## config.mk

```make
export PLATFORM = sky130hd
export DESIGN_NAME = frame_rate_drop_repeat
export DESIGN_NICKNAME = d
export VERILOG_FILES = /design/src/hdl/frdr_pkg.sv /design/src/hdl/frdr_div.sv /design/src/hdl/frame_rate_drop_repeat.sv
export SDC_FILE = /design/constraint.sdc
export NUM_CORES = 1
export LEC_CHECK = 0
export BUFFER_PORTS_ARGS = -buffer_cell sky130_fd_sc_hd__buf_2
export CORE_UTILIZATION = 45
export CTS_CLUSTER_SIZE = 20
export DETAILED_ROUTE_END_ITERATION = 16
export PLACE_DENSITY_LB_ADDON = 0.05
export SYNTH_ARGS = -nofsm -noshare
export SYNTH_HDL_FRONTEND = slang
export SYNTH_SLANG_ARGS = --single-unit
```

## constraint.sdc

```tcl
create_clock -name clk_i -period 7.2 [get_ports clk_i]
set_clock_uncertainty 0.15 [all_clocks]
set_input_delay 0 -clock clk_i [delete_from_list [all_inputs] [get_ports clk_i]]
set_output_delay 0 -clock clk_i [all_outputs]
set_load 0.05 [all_outputs]
```

## src/hdl/frdr_pkg.sv

```systemverilog
`timescale 1ns / 1ps
// ----------------------------------------------------------------------------
// frdr_pkg: shared types and constants for the frame rate drop/repeat block
// Widths of the rate registers, the phase and the count, the emit limit,
// the register map and the structs between the sequencer and the divider.
// ----------------------------------------------------------------------------
package frdr_pkg;

  // field and register widths
  localparam int unsigned RateW   = 18;
  localparam int unsigned FpsW    = 8;
  localparam int unsigned TagW    = 16;
  localparam int unsigned EmitW   = 6;
  localparam int unsigned IndexW  = 32;
  localparam int unsigned PhaseW  = 20;
  localparam int unsigned WideW   = PhaseW + 2;
  localparam int unsigned QuotW   = PhaseW - 1;
  localparam int unsigned CountW  = PhaseW;
  localparam int unsigned DivCntW = $clog2(QuotW);
  localparam int unsigned AddrW   = 3;
  localparam int unsigned DataW   = 32;

  // reset values of the rate registers
  localparam logic [RateW-1:0] RateReset = RateW'(30000);
  localparam logic [FpsW-1:0]  FpsReset  = FpsW'(30);
  localparam logic [RateW-1:0] MilliPerUnit = RateW'(1000);

  // clipping of the emit count
  localparam int unsigned MaxEmit      = 63;
  localparam int unsigned EmitFieldMax = (1 << EmitW) - 1;
  localparam int unsigned EmitLimit    = (MaxEmit < EmitFieldMax) ? MaxEmit : EmitFieldMax;
  localparam logic [EmitW-1:0] EmitLimitV = EmitW'(EmitLimit);

  // phase saturation bounds
  localparam logic signed [WideW-1:0] PhaseMax = WideW'((1 << (PhaseW - 1)) - 1);
  localparam logic signed [WideW-1:0] PhaseMin = -WideW'(1 << (PhaseW - 1));

  // register indexes (paddr[2])
  typedef enum logic {
    REG_INPUT_RATE = 1'b0,
    REG_OUTPUT_FPS = 1'b1
  } reg_idx_e;

  // conversion mode chosen per item
  typedef enum logic [1:0] {
    MODE_SAME   = 2'd0,
    MODE_DROP   = 2'd1,
    MODE_REPEAT = 2'd2
  } mode_e;

  // divider request and result
  typedef struct packed {
    logic             start;
    logic [QuotW-1:0] dividend;
    logic [RateW-1:0] divisor;
  } frdr_div_req_t;

  typedef struct packed {
    logic             done;
    logic [QuotW-1:0] quot;
    logic [RateW-1:0] rem;
  } frdr_div_res_t;

endpackage

```

## src/hdl/frdr_div.sv

```systemverilog
`timescale 1ns / 1ps
// ----------------------------------------------------------------------------
// frdr_div: iterative restoring divider
// One shared compare/subtract unit produces one quotient bit per cycle;
// done pulses for one cycle when quotient and remainder are final.
// ----------------------------------------------------------------------------
module frdr_div import frdr_pkg::*; (
  input  logic          clk_i,
  input  logic          rst_ni,
  input  frdr_div_req_t req_i,
  output frdr_div_res_t res_o
);

  logic               busy_q, busy_d;
  logic               done_q, done_d;
  logic [DivCntW-1:0] cnt_q, cnt_d;
  logic [QuotW-1:0]   dq_q, dq_d;
  logic [RateW-1:0]   rem_q, rem_d;
  logic [RateW-1:0]   divisor_q, divisor_d;

  logic [RateW:0]     trial;
  logic [RateW:0]     diff;
  logic               ge;

  // shared compare and subtract
  assign trial = {rem_q, dq_q[QuotW-1]};
  assign ge    = trial >= {1'b0, divisor_q};
  assign diff  = trial - {1'b0, divisor_q};

  // step sequencing
  always_comb begin
    busy_d    = busy_q;
    done_d    = 1'b0;
    cnt_d     = cnt_q;
    dq_d      = dq_q;
    rem_d     = rem_q;
    divisor_d = divisor_q;
    if (req_i.start) begin
      busy_d    = 1'b1;
      cnt_d     = DivCntW'(QuotW - 1);
      dq_d      = req_i.dividend;
      rem_d     = '0;
      divisor_d = req_i.divisor;
    end else if (busy_q) begin
      dq_d  = {dq_q[QuotW-2:0], ge};
      rem_d = ge ? diff[RateW-1:0] : trial[RateW-1:0];
      cnt_d = cnt_q - 1'b1;
      if (cnt_q == '0) begin
        busy_d = 1'b0;
        done_d = 1'b1;
      end
    end
  end

  // control state
  always_ff @(posedge clk_i or negedge rst_ni) begin
    if (!rst_ni) begin
      busy_q <= 1'b0;
      done_q <= 1'b0;
      cnt_q  <= '0;
    end else begin
      busy_q <= busy_d;
      done_q <= done_d;
      cnt_q  <= cnt_d;
    end
  end

  // datapath registers
  always_ff @(posedge clk_i) begin
    dq_q      <= dq_d;
    rem_q     <= rem_d;
    divisor_q <= divisor_d;
  end

  assign res_o.done = done_q;
  assign res_o.quot = dq_q;
  assign res_o.rem  = rem_q;

endmodule

```

## src/hdl/frame_rate_drop_repeat.sv

```systemverilog
`timescale 1ns / 1ps
// ----------------------------------------------------------------------------
// frame_rate_drop_repeat: drop/repeat frame rate converter
// For each input frame item, gives how many output copies to emit so that
// the output runs at a constant rate, plus the running output frame index.
// ----------------------------------------------------------------------------
// One item is taken at a time. With equal rates, in drop mode, or when the
// phase is negative, the item goes from S_IDLE straight to S_UPD, where the
// result is loaded into the output register. In repeat mode with a
// non-negative phase the copy count comes from an iterative divider that
// resolves one quotient bit per cycle while the block waits in S_DIV, and
// the result is loaded in S_UPD once the divider is done. In both cases
// loading waits while an earlier result is still stalled in the
// output register. The input is ready again the cycle after the result is
// loaded; the result may wait in the output register while the next item is
// taken. Rates are set through the APB port (input rate in thousandths of a
// frame/s at 0x0, output rate in frames/s at 0x4) and should be changed only
// while the block is idle.
module frame_rate_drop_repeat import frdr_pkg::*; (
  input  logic              clk_i,
  input  logic              rst_ni,
  // configuration port
  input  logic              psel,
  input  logic              penable,
  input  logic              pwrite,
  input  logic [AddrW-1:0]  paddr,
  input  logic [DataW-1:0]  pwdata,
  output logic [DataW-1:0]  prdata,
  output logic              pready,
  // input items
  input  logic              in_valid_i,
  output logic              in_ready_o,
  input  logic [TagW-1:0]   frame_tag_i,
  // result items
  output logic              out_valid_o,
  input  logic              out_ready_i,
  output logic [TagW-1:0]   frame_tag_out_o,
  output logic [EmitW-1:0]  emit_count_o,
  output logic              count_saturated_o,
  output logic [IndexW-1:0] output_frame_index_o
);

  typedef enum logic [2:0] {
    S_IDLE = 3'b001,
    S_DIV  = 3'b010,
    S_UPD  = 3'b100
  } state_e;

  state_e state_q, state_d;

  logic [RateW-1:0]  rate_q;
  logic [FpsW-1:0]   fps_q;
  logic              cfg_wr;
  reg_idx_e          cfg_idx;

  logic [RateW-1:0]  t_in;
  logic [RateW-1:0]  t_out;
  mode_e             mode_cur;
  mode_e             mode_q, mode_d;
  logic [TagW-1:0]   tag_q, tag_d;

  logic signed [PhaseW-1:0] phase_q, phase_d;
  logic [IndexW-1:0]        out_cnt_q, out_cnt_d;

  logic              out_valid_q, out_valid_d;
  logic [TagW-1:0]   out_tag_q, out_tag_d;
  logic [EmitW-1:0]  out_emit_q, out_emit_d;
  logic              out_sat_q, out_sat_d;

  logic              in_acc;
  logic              out_free;
  logic              phase_pos;

  frdr_div_req_t     div_req;
  frdr_div_res_t     div_res;

  logic signed [WideW-1:0] phase_w;
  logic signed [WideW-1:0] t_out_w;
  logic signed [WideW-1:0] t_in_w;
  logic signed [WideW-1:0] rem_w;
  logic signed [WideW-1:0] base;
  logic signed [WideW-1:0] sum;
  logic [CountW-1:0]       count;

  // apb register file
  assign pready  = 1'b1;
  assign cfg_wr  = psel && penable && pwrite;
  assign cfg_idx = reg_idx_e'(paddr[2]);

  always_ff @(posedge clk_i or negedge rst_ni) begin
    if (!rst_ni) begin
      rate_q <= RateReset;
      fps_q  <= FpsReset;
    end else if (cfg_wr) begin
      unique case (cfg_idx)
        REG_INPUT_RATE: rate_q <= pwdata[RateW-1:0];
        REG_OUTPUT_FPS: fps_q  <= pwdata[FpsW-1:0];
        default:        ;
      endcase
    end
  end

  always_comb begin
    unique case (cfg_idx)
      REG_INPUT_RATE: prdata = DataW'(rate_q);
      REG_OUTPUT_FPS: prdata = DataW'(fps_q);
      default:        prdata = '0;
    endcase
  end

  // periods and mode from the current rates
  assign t_in  = RateW'(fps_q) * MilliPerUnit;
  assign t_out = (rate_q == '0) ? RateW'(1) : rate_q;

  always_comb begin
    priority if (rate_q == t_in) mode_cur = MODE_SAME;
    else if (rate_q > t_in)      mode_cur = MODE_DROP;
    else                         mode_cur = MODE_REPEAT;
  end

  assign phase_pos = !phase_q[PhaseW-1];
  assign in_acc    = in_valid_i && in_ready_o;
  assign out_free  = !out_valid_q || out_ready_i;

  // divider request
  assign div_req.start    = in_acc && (mode_cur == MODE_REPEAT) && phase_pos;
  assign div_req.dividend = phase_q[QuotW-1:0];
  assign div_req.divisor  = t_out;

  frdr_div u_div (
    .clk_i  (clk_i),
    .rst_ni (rst_ni),
    .req_i  (div_req),
    .res_o  (div_res)
  );

  // phase update and true copy count
  assign phase_w = WideW'(phase_q);
  assign t_out_w = WideW'({1'b0, t_out});
  assign t_in_w  = WideW'({1'b0, t_in});
  assign rem_w   = WideW'({1'b0, div_res.rem});

  always_comb begin
    base  = phase_w;
    count = '0;
    unique case (mode_q)
      MODE_SAME: begin
        count = CountW'(1);
      end
      MODE_DROP: begin
        if (phase_pos) begin
          base  = phase_w - t_out_w;
          count = CountW'(1);
        end
      end
      MODE_REPEAT: begin
        if (phase_pos) begin
          base  = rem_w - t_out_w;
          count = CountW'(div_res.quot) + CountW'(1);
        end
      end
      default: ;
    endcase
    sum = base + t_in_w;
  end

  // sequencer
  always_comb begin
    state_d     = state_q;
    mode_d      = mode_q;
    tag_d       = tag_q;
    phase_d     = phase_q;
    out_cnt_d   = out_cnt_q;
    out_valid_d = out_valid_q && !out_ready_i;
    out_tag_d   = out_tag_q;
    out_emit_d  = out_emit_q;
    out_sat_d   = out_sat_q;
    unique case (state_q)
      S_IDLE: begin
        if (in_acc) begin
          mode_d  = mode_cur;
          tag_d   = frame_tag_i;
          state_d = div_req.start ? S_DIV : S_UPD;
        end
      end
      S_DIV: begin
        if (div_res.done) state_d = S_UPD;
      end
      S_UPD: begin
        if (out_free) begin
          if (mode_q != MODE_SAME) begin
            priority if (sum > PhaseMax) phase_d = PhaseMax[PhaseW-1:0];
            else if (sum < PhaseMin)     phase_d = PhaseMin[PhaseW-1:0];
            else                         phase_d = sum[PhaseW-1:0];
          end
          out_cnt_d   = out_cnt_q + IndexW'(count);
          out_valid_d = 1'b1;
          out_tag_d   = tag_q;
          out_sat_d   = count > CountW'(EmitLimit);
          out_emit_d  = out_sat_d ? EmitLimitV : count[EmitW-1:0];
          state_d     = S_IDLE;
        end
      end
      default: state_d = S_IDLE;
    endcase
  end

  // control and state registers
  always_ff @(posedge clk_i or negedge rst_ni) begin
    if (!rst_ni) begin
      state_q     <= S_IDLE;
      phase_q     <= '0;
      out_cnt_q   <= '0;
      out_valid_q <= 1'b0;
      mode_q      <= MODE_SAME;
    end else begin
      state_q     <= state_d;
      phase_q     <= phase_d;
      out_cnt_q   <= out_cnt_d;
      out_valid_q <= out_valid_d;
      mode_q      <= mode_d;
    end
  end

  // payload registers
  always_ff @(posedge clk_i) begin
    tag_q      <= tag_d;
    out_tag_q  <= out_tag_d;
    out_emit_q <= out_emit_d;
    out_sat_q  <= out_sat_d;
  end

  assign in_ready_o           = (state_q == S_IDLE);
  assign out_valid_o          = out_valid_q;
  assign frame_tag_out_o      = out_tag_q;
  assign emit_count_o         = out_emit_q;
  assign count_saturated_o    = out_sat_q;
  assign output_frame_index_o = out_cnt_q;

endmodule

```

==> impl_metrics.py <==
metrics = {
    "run_status": {
        "status": "finished clean",
    },
    "die": {
        "chipWidth_um": 182,
        "rows": 65,
        "die_h_um": 182,
        "core_um2": 31600,
        "io_pins": 148,
        "initial_core_util_pct": 45.9,
        "dieArea_um2": 33000,
    },
    "cts": {
        "cts_made_buffers": 17,
        "clkLatencyLatePin_ns": 0.46,
        "clockBufferDepth": 2,
        "clock-sinks": 185,
        "cts_tree": "yes",
        "cts_max_level": 4,
        "clockRootBuffer": "clkbuf_16",
        "clk_pin_slew_worst_paths_ns": 0.07,
    },
    "yosys": {
        "syn_avg_cell_area_um2": 9.24,
        "synth-edff-count": 76,
        "synth_seq_cells": 185,
        "synth_ff_type": "dfrtp_1",
        "ys.warnings.count": 0,
        "synth_seq_area_share_pct": 34.0,
        "async_reset_ff_share_pct": 49.2,
        "netlist_instances": 1571,
        "synthesis.area_um2": 14500,
        "synth.distinct_cells": 81,
    },
    "grt": {
        "overflow": 0,
        "grt_pass1_vias": 11117,
        "grt_pass1_wl_mm": 61.9,
        "antenna_found_initial": 0,
        "grt_max_degree": 56,
        "grtUsageTotal_pct": 24.4,
    },
    "finish": {
        "area_growth_pct": 14.4,
        "fin_nets": 1954,
        "antenna_cells": 0,
        "final_cell_mix": "ha_1 (152), nor2_1 (135), inv_1 (132), nand2_1 (122), buf_2 (115)",
        "final_common_cell": "ha_1",
        "final_layout_size_suffix_gt1_share_pct": 15.9,
    },
    "placed_design": {
        "place_hpwl_mm": 30.7,
        "io_buffers": 116,
        "gp_congestion": 0.891,
    },
    "hold_path": {
        "hp-class": "in -> reg",
        "hold_start": "pwrite",
        "hold_end": "fps_q[3]",
        "min_path_cells": 3,
    },
    "sta": {
        "hold_slack_ns": 0.0634,
        "drv_slew": 0,
        "max_freq_ghz": 0.147,
        "setup_viol": 0,
        "period_minus_slack_ns": 6.82,
        "hold_violations": 0,
        "fin_crit_sh_pct": 94.8,
        "tightestPinTransition_ns": 1.02,
        "slew_headroom_pct": 31.4,
    },
    "setup_path": {
        "r2r_start": "fps_q[2]",
        "r2r_slack_ns": 0.38,
        "crit_family": "adder cells",
        "worstSetupEndpointType": "flip-flop",
        "critPathKind": "reg -> reg",
        "critPathSlowestCell": "dfstp_2",
        "cp_slowest_stage_delay_ns": 0.62,
        "cp-start-kind": "flip-flop",
        "r2r_cells": 25,
        "worstPathRequired_ns": 7.26,
        "cp_max_fo": 18,
        "r2r_end": "u_div.dq_q[4]",
        "arrival_ns": 6.88,
        "crit_buf_inv": 6,
    },
    "route": {
        "viasPerCell": 5.54,
        "drtAntennaViolNets": 0,
        "drt-initial-drc-count": 717,
        "dr.pass1.iters": 5,
        "num_vias": 11813,
        "wl_mm": 39.5,
        "wl_per_cell_um": 18.5,
        "drc": 0,
    },
    "job": {
        "maxCapViolCount": 0,
    },
}
## synthesized netlist by cell type, types with 15 or more instances
master / instances / area [um2]
xnor2_1: 61 / 534
a31oi_1: 16 / 100
nand4_1: 15 / 93.8
o21a_1: 26 / 195
nor3_1: 27 / 135
buf_4: 15 / 113
nor2_1: 135 / 507
mux2_2: 43 / 484
nand2b_1: 18 / 113
o211ai_1: 18 / 135
a211oi_1: 21 / 158
edfxtp_1: 76 / 2280
and3_1: 18 / 113
a21o_1: 36 / 270
fa_1: 27 / 541
xor2_1: 41 / 359
nand2_1: 122 / 458
a21oi_1: 78 / 390
inv_1: 132 / 495
o21ai_0: 98 / 490
clkbuf_1: 56 / 210
dfrtp_1: 79 / 1980
nor2b_1: 19 / 119
dfxtp_1: 18 / 360
nand3_1: 28 / 140
ha_1: 152 / 1900
## area by class of cell
| type | count | area (um2) |
|---|---|---|
| clock buffer | 18 | 439 |
| clock inverter | 14 | 123 |
| fill | 2954 | 15000 |
| inverter | 132 | 495 |
| multi-input combinational | 1191 | 8840 |
| sequential | 185 | 4930 |
| tap | 402 | 503 |
| timing repair buffer | 190 | 1270 |
## per-stage QoR
stage | cells | util, % | TNS (ns) | setup WS, ns | area (um2)
6_report | 2132 | 52.5 | 0 | 0.375 | 16600
5_1_grt | 2132 | 52.5 | -0.204 | -0.0126 | 16600
4_1_cts | 2128 | 52.2 | 0 | 0.132 | 16500
3_5_place_dp | 2058 | 49.2 | 0 | 0.140 | 15600
3_3_place_gp | 2058 | 49.2 | 0 | 0.187 | 15600
2_1_floorplan | 1584 | - | 0 | 0.300 | 14600
## tightest hold or removal path: stages
cell	delay, ns
buf_2	0.10
nand4_1	0.31
mux2_2	0.23
## per-layer routing
| layer | up-vias | track usage (%) | share of wire, % |
|---|---|---|---|
| met5 | - | 0 | 0 |
| li1 | 5874 | - | - |
| met2 | 269 | 40.7 | 48 |
| met1 | 5611 | 31.8 | 45 |
| met3 | 59 | 3.99 | 3.9 |
| met4 | 0 | 9.19 | 3.1 |
## cells by family (layout without fill, tap and decap cells)
group	count (synthesis)	after routing	synth area share [%]
xor+xnor	102	102	6.15
simple gates	441	441	14.5
buf+inv	208	354	5.89
fa+ha+maj	179	179	16.8
flops	185	185	34.0
mux	60	60	4.53
other cells	2	15	0.0517
compound gates	394	394	18.0
## repair_timing
item | 4_1_cts | 5_1_grt
hold buffers | 38 | 0
setup endpoints to repair | 0 | 99
setup buffers | 0 | 4
endpoints found under the hold margin | 83 | 0
gates resized for setup | 0 | 14
## how the worst max path moves through the flow
| stage | from | endpoint | slack (ns) | cells after the start |
|---|---|---|---|---|
| after floorplan | fps_q[1] | u_div.dq_q[0] | 0.30 | 23 |
| after global placement | rate_q[11] | phase_q[2] | 0.19 | 26 |
| after detailed placement | fps_q[2] | u_div.dq_q[4] | 0.14 | 23 |
| after CTS | rate_q[11] | phase_q[11] | 0.13 | 25 |
| after global routing | fps_q[3] | u_div.dq_q[0] | -0.01 | 24 |
| final | fps_q[2] | u_div.dq_q[4] | 0.38 | 25 |
## state kept, by name, indices dropped and copies added, names as in the netlist, 5 cells and up
signal and cells:
u_div.cnt_q 5, u_div.dq_q 19, u_div.rem_q 18, frame_tag_out_o 16
fps_q 8, tag_q 16, u_div.divisor_q 18, output_frame_index_o 32
phase_q 20, emit_count_o 6, rate_q 18
Power is left out: the tool's default activity adds up to more than one toggle a clock period on the data nets, which glitch-free logic cannot reach.
